<file path="config.mk">
export PLATFORM = sky130hd
export DESIGN_NAME = gcd_deg2bam
export DESIGN_NICKNAME = d
export VERILOG_FILES = /design/src/hdl/gcd_pkg.sv /design/src/hdl/gcd_deg2bam.sv
export SDC_FILE = /design/constraint.sdc
export NUM_CORES = 1
export LEC_CHECK = 0
export BUFFER_PORTS_ARGS = -buffer_cell sky130_fd_sc_hd__buf_4
export CORE_MARGIN = 8
export CORE_UTILIZATION = 60
export DETAILED_ROUTE_END_ITERATION = 16
export GPL_ROUTABILITY_DRIVEN = 1
export PLACE_DENSITY = 0.74
export REMOVE_ABC_BUFFERS = 1
export SKIP_LAST_GASP = 1
export SLEW_MARGIN = 10
export SYNTH_ARGS = -nofsm -noshare
export SYNTH_HDL_FRONTEND = slang
export SYNTH_SLANG_ARGS = --single-unit
</file>
<file path="constraint.sdc">
create_clock -name clk_i -period 10.4 [get_ports clk_i]
set_input_delay 0.52 -clock clk_i [delete_from_list [all_inputs] [get_ports clk_i]]
set_output_delay 0.52 -clock clk_i [all_outputs]
set_load 0.02 [all_outputs]
</file>
<file path="src/hdl/gcd_pkg.sv">
// Shared widths, constants and the CORDIC arctangent table for the distance core.
`default_nettype none

package gcd_pkg;

  // Three angle lanes: both latitudes and the longitude difference
  localparam int LANES      = 3;
  localparam int LANE_LAT_A = 0;
  localparam int LANE_LAT_B = 1;
  localparam int LANE_DLON  = 2;

  // Datapath widths
  localparam int MAG_W  = 26;            // magnitude of a degree value, incl. lon difference
  localparam int BAM_W  = 32;            // binary angle, 2^32 per turn
  localparam int CS_W   = 32;            // sine / cosine in Q30
  localparam int XY_W   = 34;            // CORDIC vector components
  localparam int Z_W    = 34;            // CORDIC angle accumulator
  localparam int SQ_W   = 31;            // square root result
  localparam int RAD_W  = 61;            // radicand 2^60 - c^2
  localparam int PROD_W = 2 * CS_W;
  localparam int Q_FRAC = 30;

  // Degrees per turn, used by the constant divider
  localparam logic [9:0] DEG_PER_TURN  = 10'd360;
  localparam logic [8:0] HALF_TURN_DEG = 9'd180;

  // Fixed-point constants
  localparam logic signed [XY_W-1:0]   INV_GAIN_Q30 = 34'sh26DD3B6A;
  localparam logic signed [CS_W:0]     ONE_Q30_W    = 33'sd1073741824;
  localparam logic signed [CS_W-1:0]   ONE_Q30      = 32'sd1073741824;
  localparam logic signed [Z_W-1:0]    Z_QUARTER    = 34'sd1073741824;
  localparam logic signed [Z_W-1:0]    Z_HALF       = 34'sd2147483648;
  localparam logic signed [PROD_W-1:0] RND_Q30      = 64'sd536870912;
  localparam logic [RAD_W-1:0]         ONE_Q60      = 61'h1000000000000000;

  // km per turn times 256 in Q9, split 17 + 16 bits for the final scaling
  localparam logic [16:0] KM_TURN_HI = 17'd80056;
  localparam logic [15:0] KM_TURN_LO = 16'd32467;
  localparam int          KM_SHIFT   = 41;

  // atan(2^-i) in 2^-32 turn
  function automatic logic [BAM_W-1:0] atan_entry(input logic [4:0] idx);
    logic [BAM_W-1:0] val;
    unique case (idx)
      5'd0:  val = 32'h20000000;
      5'd1:  val = 32'h12E4051E;
      5'd2:  val = 32'h09FB385B;
      5'd3:  val = 32'h051111D4;
      5'd4:  val = 32'h028B0D43;
      5'd5:  val = 32'h0145D7E1;
      5'd6:  val = 32'h00A2F61E;
      5'd7:  val = 32'h00517C55;
      5'd8:  val = 32'h0028BE53;
      5'd9:  val = 32'h00145F2F;
      5'd10: val = 32'h000A2F98;
      5'd11: val = 32'h000517CC;
      5'd12: val = 32'h00028BE6;
      5'd13: val = 32'h000145F3;
      5'd14: val = 32'h0000A2FA;
      5'd15: val = 32'h0000517D;
      5'd16: val = 32'h000028BE;
      5'd17: val = 32'h0000145F;
      5'd18: val = 32'h00000A30;
      5'd19: val = 32'h00000518;
      5'd20: val = 32'h0000028C;
      5'd21: val = 32'h00000146;
      5'd22: val = 32'h000000A3;
      5'd23: val = 32'h00000051;
      5'd24: val = 32'h00000029;
      5'd25: val = 32'h00000014;
      5'd26: val = 32'h0000000A;
      5'd27: val = 32'h00000005;
      5'd28: val = 32'h00000003;
      5'd29: val = 32'h00000001;
      5'd30: val = 32'h00000001;
      5'd31: val = 32'h00000000;
    endcase
    return val;
  endfunction

endpackage

`default_nettype wire

</file>
<file path="src/hdl/gcd_deg2bam.sv">
// Degrees to binary angle: pipelined long division by 360, eight bits a stage.
`default_nettype none

module gcd_deg2bam #(
  parameter int ANGLE_FRAC_BITS = 16
) (
  input  logic                       clk_i,
  input  logic                       rst_ni,
  input  logic                       en_i,
  input  logic                       valid_i,
  input  logic [gcd_pkg::LANES-1:0]  neg_i,
  input  logic [gcd_pkg::MAG_W-1:0]  mag_i [gcd_pkg::LANES],
  output logic                       valid_o,
  output logic [gcd_pkg::BAM_W-1:0]  bam_o [gcd_pkg::LANES]
);
  import gcd_pkg::*;

  localparam int SHIFT = BAM_W - ANGLE_FRAC_BITS;
  localparam int NUM_W = MAG_W + SHIFT;
  localparam int STEPS = 8;
  localparam int NSTG  = (NUM_W + STEPS - 1) / STEPS;
  localparam int PAD_W = NSTG * STEPS;
  localparam int REM_W = 9;

  logic [REM_W-1:0] rem_q [NSTG+1][LANES];
  logic [PAD_W-1:0] num_q [NSTG+1][LANES];
  logic [BAM_W-1:0] quo_q [NSTG+1][LANES];
  logic [REM_W-1:0] rem_d [NSTG][LANES];
  logic [PAD_W-1:0] num_d [NSTG][LANES];
  logic [BAM_W-1:0] quo_d [NSTG][LANES];
  logic [LANES-1:0] neg_q [NSTG+1];
  logic [NSTG:0]    vld_q;
  logic [BAM_W-1:0] bam_d [LANES];
  logic [BAM_W-1:0] bam_q [LANES];
  logic             out_vld_q;

  // Restoring division steps, one quotient bit each
  always_comb begin
    logic [REM_W:0]   r;
    logic [PAD_W-1:0] n;
    logic [BAM_W-1:0] q;
    for (int k = 0; k < NSTG; k++) begin
      for (int l = 0; l < LANES; l++) begin
        r = {1'b0, rem_q[k][l]};
        n = num_q[k][l];
        q = quo_q[k][l];
        for (int j = 0; j < STEPS; j++) begin
          r = {r[REM_W-1:0], n[PAD_W-1]};
          n = n << 1;
          if (r >= DEG_PER_TURN) begin
            r = r - DEG_PER_TURN;
            q = {q[BAM_W-2:0], 1'b1};
          end else begin
            q = {q[BAM_W-2:0], 1'b0};
          end
        end
        rem_d[k][l] = r[REM_W-1:0];
        num_d[k][l] = n;
        quo_d[k][l] = q;
      end
    end
  end

  // Round half up on the magnitude, then apply the sign modulo one turn
  always_comb begin
    logic [BAM_W-1:0] q;
    for (int l = 0; l < LANES; l++) begin
      q = quo_q[NSTG][l] + BAM_W'(rem_q[NSTG][l] >= HALF_TURN_DEG);
      bam_d[l] = neg_q[NSTG][l] ? (~q + 1'b1) : q;
    end
  end

  // Valid bits
  always_ff @(posedge clk_i or negedge rst_ni) begin
    if (!rst_ni) begin
      vld_q     <= '0;
      out_vld_q <= 1'b0;
    end else if (en_i) begin
      vld_q     <= {vld_q[NSTG-1:0], valid_i};
      out_vld_q <= vld_q[NSTG];
    end
  end

  // Division pipeline payload
  always_ff @(posedge clk_i) begin
    if (en_i) begin
      neg_q[0] <= neg_i;
      for (int l = 0; l < LANES; l++) begin
        rem_q[0][l] <= '0;
        num_q[0][l] <= {{(PAD_W-MAG_W){1'b0}}, mag_i[l]} << SHIFT;
        quo_q[0][l] <= '0;
        bam_q[l]    <= bam_d[l];
      end
      for (int k = 0; k < NSTG; k++) begin
        neg_q[k+1] <= neg_q[k];
        for (int l = 0; l < LANES; l++) begin
          rem_q[k+1][l] <= rem_d[k][l];
          num_q[k+1][l] <= num_d[k][l];
          quo_q[k+1][l] <= quo_d[k][l];
        end
      end
    end
  end

  assign valid_o = out_vld_q;
  assign bam_o   = bam_q;

endmodule

`default_nettype wire

</file>
==> impl_metrics.env, run 1 <==
export IMPL_die_w_um=298
export IMPL_ys_ff_latch=710
export IMPL_synth_area_mm2=0.0478
export IMPL_yosysUniqueCellTypes=149
export IMPL_synth_flop_cell="edfxtp_1"
export IMPL_htreeDepth=3
export IMPL_port_buffers=181
export IMPL_rsz0062_at_grt="false"
export IMPL_avgRoutedWirePerCell_um=17.3
export IMPL_cts_buffers=77
export IMPL_drc_errors=0
export IMPL_gp_congestion=0.910
export IMPL_cp_end_kind="register"
export IMPL_worstReg2RegEnd="rem_q[5][4]"
export IMPL_hold_end="num_q[0][102]"
export IMPL_cp_arrival_ps=10030
export IMPL_hold_slack_ps=57.9
export IMPL_initial_utilization_pct=60.5
export IMPL_maxSlewHeadroom_pct=30.9
export IMPL_setup_viol=0
export IMPL_status="completed"
export IMPL_netlist_instances=4773
export IMPL_viasPerCell=6.21
export IMPL_layout_setup_ws_ps=703
export IMPL_grt_overflow_total=0
export IMPL_areaGrowthSynthToFinish_pct=10.3
export IMPL_clkTransAtPathRegs_ps=70
export IMPL_cts_sinks=710
export IMPL_antenna_found_initial=1
export IMPL_critPathLaunchType="register"
export IMPL_hpwl_mm=76.6
export IMPL_die_y_um=298
export IMPL_pre_cts_slack_ps=602
export IMPL_routed_wl_mm=105
export IMPL_timing_rr_start="rem_q[4][2]"
export IMPL_clock_latency_ps=630
export IMPL_crit_start="rem_q[4][2]"
export IMPL_vias=37500
export IMPL_path_common_cell="ha_1"
export IMPL_layout_drive_gt1_share_pct=13.0
export IMPL_coreArea_mm2=0.0790
export IMPL_grt_pass1_wl_mm=171
export IMPL_hp_start="mag_i[66]"
export IMPL_final_setup_tns_ps=0
export IMPL_io_pins=182
export IMPL_hold_depth=1
export IMPL_fin_crit_ps=9700
export IMPL_worstHoldPathType="in -> reg"
export IMPL_multiInputGateArea_mm2=0.0252
export IMPL_ff2ff_path_depth=36
export IMPL_finClkSkew_ps=31.1
export IMPL_drv_cap=0
export IMPL_synth_edf_count=702
export IMPL_synth_avg_cell_area_um2=10.0
export IMPL_path_max_fanout=11
export IMPL_critical_path_class="reg -> reg"
export IMPL_regArea_mm2=0.0213
export IMPL_cts_buffer_depth=3
export IMPL_nets=5091
export IMPL_async_flop_share_pct=1.13
export IMPL_cts_tree="built"
export IMPL_slowest_stage="o311ai_0"
export IMPL_fill_cells=6308
export IMPL_place_area_mm2=0.0501
export IMPL_grt_pass1_vias=34600
export IMPL_cp_slowest_stage_delay_ps=470
export IMPL_grt_max_degree=190
export IMPL_rows=103
export IMPL_final_area_mm2=0.0527
export IMPL_r2r_slack_ps=700
export IMPL_worst_pin_slew_ps=1040
export IMPL_diodes=0
export IMPL_ant_nets=0
export IMPL_max_freq_mhz=103
export IMPL_yosysSeqAreaShare_pct=44.5
export IMPL_hold_viol_final=0
export IMPL_first_pass_iters=5
export IMPL_grtUsageTotal_pct=22.3
export IMPL_finalCritPeriodShare_pct=93.2
export IMPL_yosys_warnings=0
export IMPL_cp_required_ps=10740
export IMPL_dieArea_mm2=0.0890
export IMPL_slew_viol_final=0
export IMPL_cts_root_buf="clkbuf_16"
export IMPL_drtIter0Drc=2909
==> worst max path at each step <==
stage / end / slack [ps]
after detailed placement: rem_q[5][4] / 600
final: rem_q[5][4] / 700
after floorplan: rem_q[5][15] / 980
after global routing: rem_q[5][15] / 30
after global placement: rem_q[5][4] / 910
after CTS: rem_q[5][4] / 570
==> cells in the final DEF, fill, tap and decap left out, types with 47 or more instances in the layout <==
cell and instances:
nand2_1 353, o211ai_1 77, xor2_1 115, nor3_1 125, edfxtp_1 702, clkbuf_16 81
nand2b_1 50, o21ai_0 264, a21oi_1 229, and2_1 65, and3_1 79, o21a_1 49
or3_1 51, mux2i_1 98, nand3_1 201, xnor2_1 266, a31oi_1 74, a21o_1 59
nor2_1 399, mux2_2 56, ha_1 71, buf_4 212, a211oi_1 66, o31ai_1 47
nor2b_1 66, inv_1 186
==> stage by stage <==
step	utilization [%]	cells
after detailed placement	63.5	5902
after global placement	63.5	5902
after global routing	66.7	6042
after floorplan	-	4641
final	66.7	6042
after CTS	66.6	6039
==> routing by layer <==
metal / up-vias / track usage [%] / share of wire [%]
met4: 0 / 7.32 / 2.7
li1: 18600 / - / -
met5: - / 0 / 0
met1: 17700 / 29.8 / 45
met2: 987 / 37.7 / 48
met3: 167 / 2.71 / 4.5
==> worst max-delay path: cells and delay by family (launching register included) <==
kind            cells  cell delay [ps]
compound gates     17             5070
xor+xnor            4              890
fa+ha+maj           4             1140
buf+inv             5              840
flops               1              450
mux                 1              370
simple gates        5              630
==> logic make-up after synthesis <==
group	count (synthesis)	share of synthesized area, %
buffers and inverters	347	2.96
adders and majority gates	75	1.94
muxes	168	3.78
AOI/OAI and AO/OA	1442	22.2
xor gates and xnor gates	390	7.24
and+or+nand+nor	1641	17.3
DFF	710	44.5
==> cell usage after synthesis, types with 79 or more instances <==
cell	instances	area share (%)
inv_1	186	1.5
nand3_1	201	2.1
xnor2_1	269	4.9
mux2i_1	98	2.1
xor2_1	115	2.1
edfxtp_1	702	44
and3_1	79	1.0
nor3_1	125	1.3
o21ai_0	264	2.8
a21oi_1	229	2.4
nor2_1	399	3.1
nand2_1	353	2.8
==> flip-flops by register name, indices dropped and copies added, names as in the netlist <==
register / flops
bam_o: 96
num_q: 222
vld_q: 7
neg_q: 21
rem_q: 123
quo_q: 240
valid_o: 1
==> area by class of cell <==
class,count,share of cell area (%)
Sequential cell,710,40.4
Tap cell,1050,2.49
Timing Repair Buffer,215,3.10
Multi-Input combinational cell,3716,47.7
Clock inverter,40,0.809
Clock buffer,96,3.95
Inverter,215,1.55
==> timing repair <==
action                                  CTS  global route
endpoints found under the setup margin    0            10
hold buffers                              1             0
buffers inserted                          0             3
gates resized for setup                   0             7
hold endpoints to repair                  8             0
Power of run 1 is left out: the tool's default activity adds up to more than one toggle a clock period on the data nets, which glitch-free logic cannot reach.
==> run 2: changes to the inputs <==
CORE_MARGIN = 2   (was 8)
==> run 2 against run 1 <==
  * Via count shrank 0.50%
  * Die area shrank 7.9%
  * Hold slack gained 12 ps
  * Critical path depth shrank 1
  * Count of clock-buffer cells in the layout shrank 6
  * Global-route usage grew 1.8 points
==> impl_metrics.env, run 2 (synthesized netlist as in run 1, its figures left out) <==
export IMPL_hold_viol_final=0
export IMPL_nets=5084
export IMPL_grt_overflow_total=0
export IMPL_viasPerCell=6.18
export IMPL_fin_crit_ps=9660
export IMPL_path_max_fanout=11
export IMPL_vias=37300
export IMPL_multiInputGateArea_mm2=0.0251
export IMPL_critPathLaunchType="register"
export IMPL_cts_sinks=710
export IMPL_cp_buffers_inverters=4
export IMPL_hpwl_mm=74.0
export IMPL_grt_pass1_vias=34200
export IMPL_initial_utilization_pct=60.6
export IMPL_worstHoldPathType="in -> reg"
export IMPL_setup_viol=0
export IMPL_cp_slowest_stage_delay_ps=490
export IMPL_slowest_stage="a311oi_2"
export IMPL_die_w_um=286
export IMPL_final_setup_tns_ps=0
export IMPL_max_freq_mhz=103
export IMPL_cts_tree="built"
export IMPL_diodes=0
export IMPL_rsz0062_at_grt="false"
export IMPL_cp_end_kind="register"
export IMPL_htreeDepth=3
export IMPL_routed_wl_mm=101
export IMPL_top_regs="quo_q: 240 flops, num_q: 222 flops, rem_q: 123 flops"
export IMPL_dieArea_mm2=0.0820
export IMPL_drv_cap=0
export IMPL_final_common_cell="edfxtp_1"
export IMPL_cp_arrival_ps=10000
export IMPL_clkTransAtPathRegs_ps=60
export IMPL_finalCritPeriodShare_pct=92.9
export IMPL_drtIter0Drc=2635
export IMPL_fill_cells=6204
export IMPL_ff2ff_path_depth=35
export IMPL_status="completed"
export IMPL_top_register="quo_q"
export IMPL_dp_cells=5896
export IMPL_largest_reg_flops=240
export IMPL_gp_congestion=0.931
export IMPL_final_cell_mix="702 x edfxtp_1, 399 x nor2_1, 353 x nand2_1"
export IMPL_cts_buffer_depth=3
export IMPL_cts_root_buf="clkbuf_16"
export IMPL_first_pass_iters=5
export IMPL_maxSlewHeadroom_pct=34.8
export IMPL_grt_max_degree=169
export IMPL_cp_required_ps=10740
export IMPL_coreArea_mm2=0.0789
export IMPL_hold_depth=1
export IMPL_finalNonFillerCells=6043
export IMPL_clock_latency_ps=620
export IMPL_areaGrowthSynthToFinish_pct=10.4
export IMPL_avgRoutedWirePerCell_um=16.8
export IMPL_grtUsageTotal_pct=24.1
export IMPL_rows=103
export IMPL_cp_depth=35
export IMPL_regArea_mm2=0.0213
export IMPL_antenna_found_initial=1
export IMPL_slew_viol_final=0
export IMPL_die_y_um=286
export IMPL_io_pins=182
export IMPL_drc_errors=0
export IMPL_cts_buffers=78
export IMPL_critical_path_class="reg -> reg"
export IMPL_grt_pass1_wl_mm=167
export IMPL_ant_nets=0
export IMPL_cp_top_family="compound AO/OA/AOI/OAI gates"
export IMPL_layout_drive_gt1_share_pct=13.0
export IMPL_path_common_cell="ha_1"
export IMPL_finClkSkew_ps=14.9
export IMPL_worst_pin_slew_ps=978
export IMPL_port_buffers=181
[run 2: cell types whose count changed in the layout (fill, tap and decap cells not counted), moves of 3 or more]
cell	before	now
bufinv_16	7	10
clkinv_2	12	17
inv_6	3	6
clkbuf_1	15	9
clkinv_4	1	4
clkinv_1	12	15
buf_4	212	203
[run 2: repair_timing]
action | in CTS | in global routing
hold buffers | 1 | 0
buffers inserted | 0 | 1
endpoints found under the hold margin | 8 | 0
gates resized for setup | 0 | 2
endpoints found under the setup margin | 0 | 4
[run 2: final cells by class]
| type | count | area share [%] |
|---|---|---|
| Clock buffer | 90 | 3.90 |
| Clock inverter | 55 | 1.12 |
| Inverter | 215 | 1.55 |
| Multi-Input combinational cell | 3716 | 47.6 |
| Sequential cell | 710 | 40.3 |
| Tap cell | 1050 | 2.49 |
| Timing Repair Buffer | 207 | 3.01 |
[run 2: final timing paths]
path / to / start / slack (ps)
worst max register to register: rem_q[5][4] / rem_q[4][2] / 740
worst min register to register: neg_q[1][2] / neg_q[0][2] / 410
max in group asynchronous: vld_q[1] / rst_ni / 10030
worst min-delay path: num_q[0][62] / mag_i[40] / 70
worst max-delay path: rem_q[5][4] / rem_q[4][2] / 740
min in group asynchronous: vld_q[6] / rst_ni / 250
[run 2: through the flow]
stage	cell area [µm²]	util, %	hold WS [ps]	setup slack [ps]
after global placement	50100	63.5	340	950
after global routing	52800	66.9	42.6	9.09
after CTS	52800	66.9	32.0	673
final	52800	66.9	70.4	737
after detailed placement	50100	63.5	342	676
after floorplan	47200	-	224	982
[run 2: per-layer routing]
| layer | GRT usage, % | part of all wire [%] | up-vias | wire length [µm] |
|---|---|---|---|---|
| li1 | - | - | 18600 | - |
| met1 | 32.2 | 45 | 17700 | 45300 |
| met2 | 41.3 | 49 | 869 | 49200 |
| met3 | 2.62 | 4.1 | 163 | 4110 |
| met4 | 7.38 | 2.7 | 0 | 2760 |
| met5 | 0 | 0 | - | 0 |
Power of run 2 is left out for the same reason.
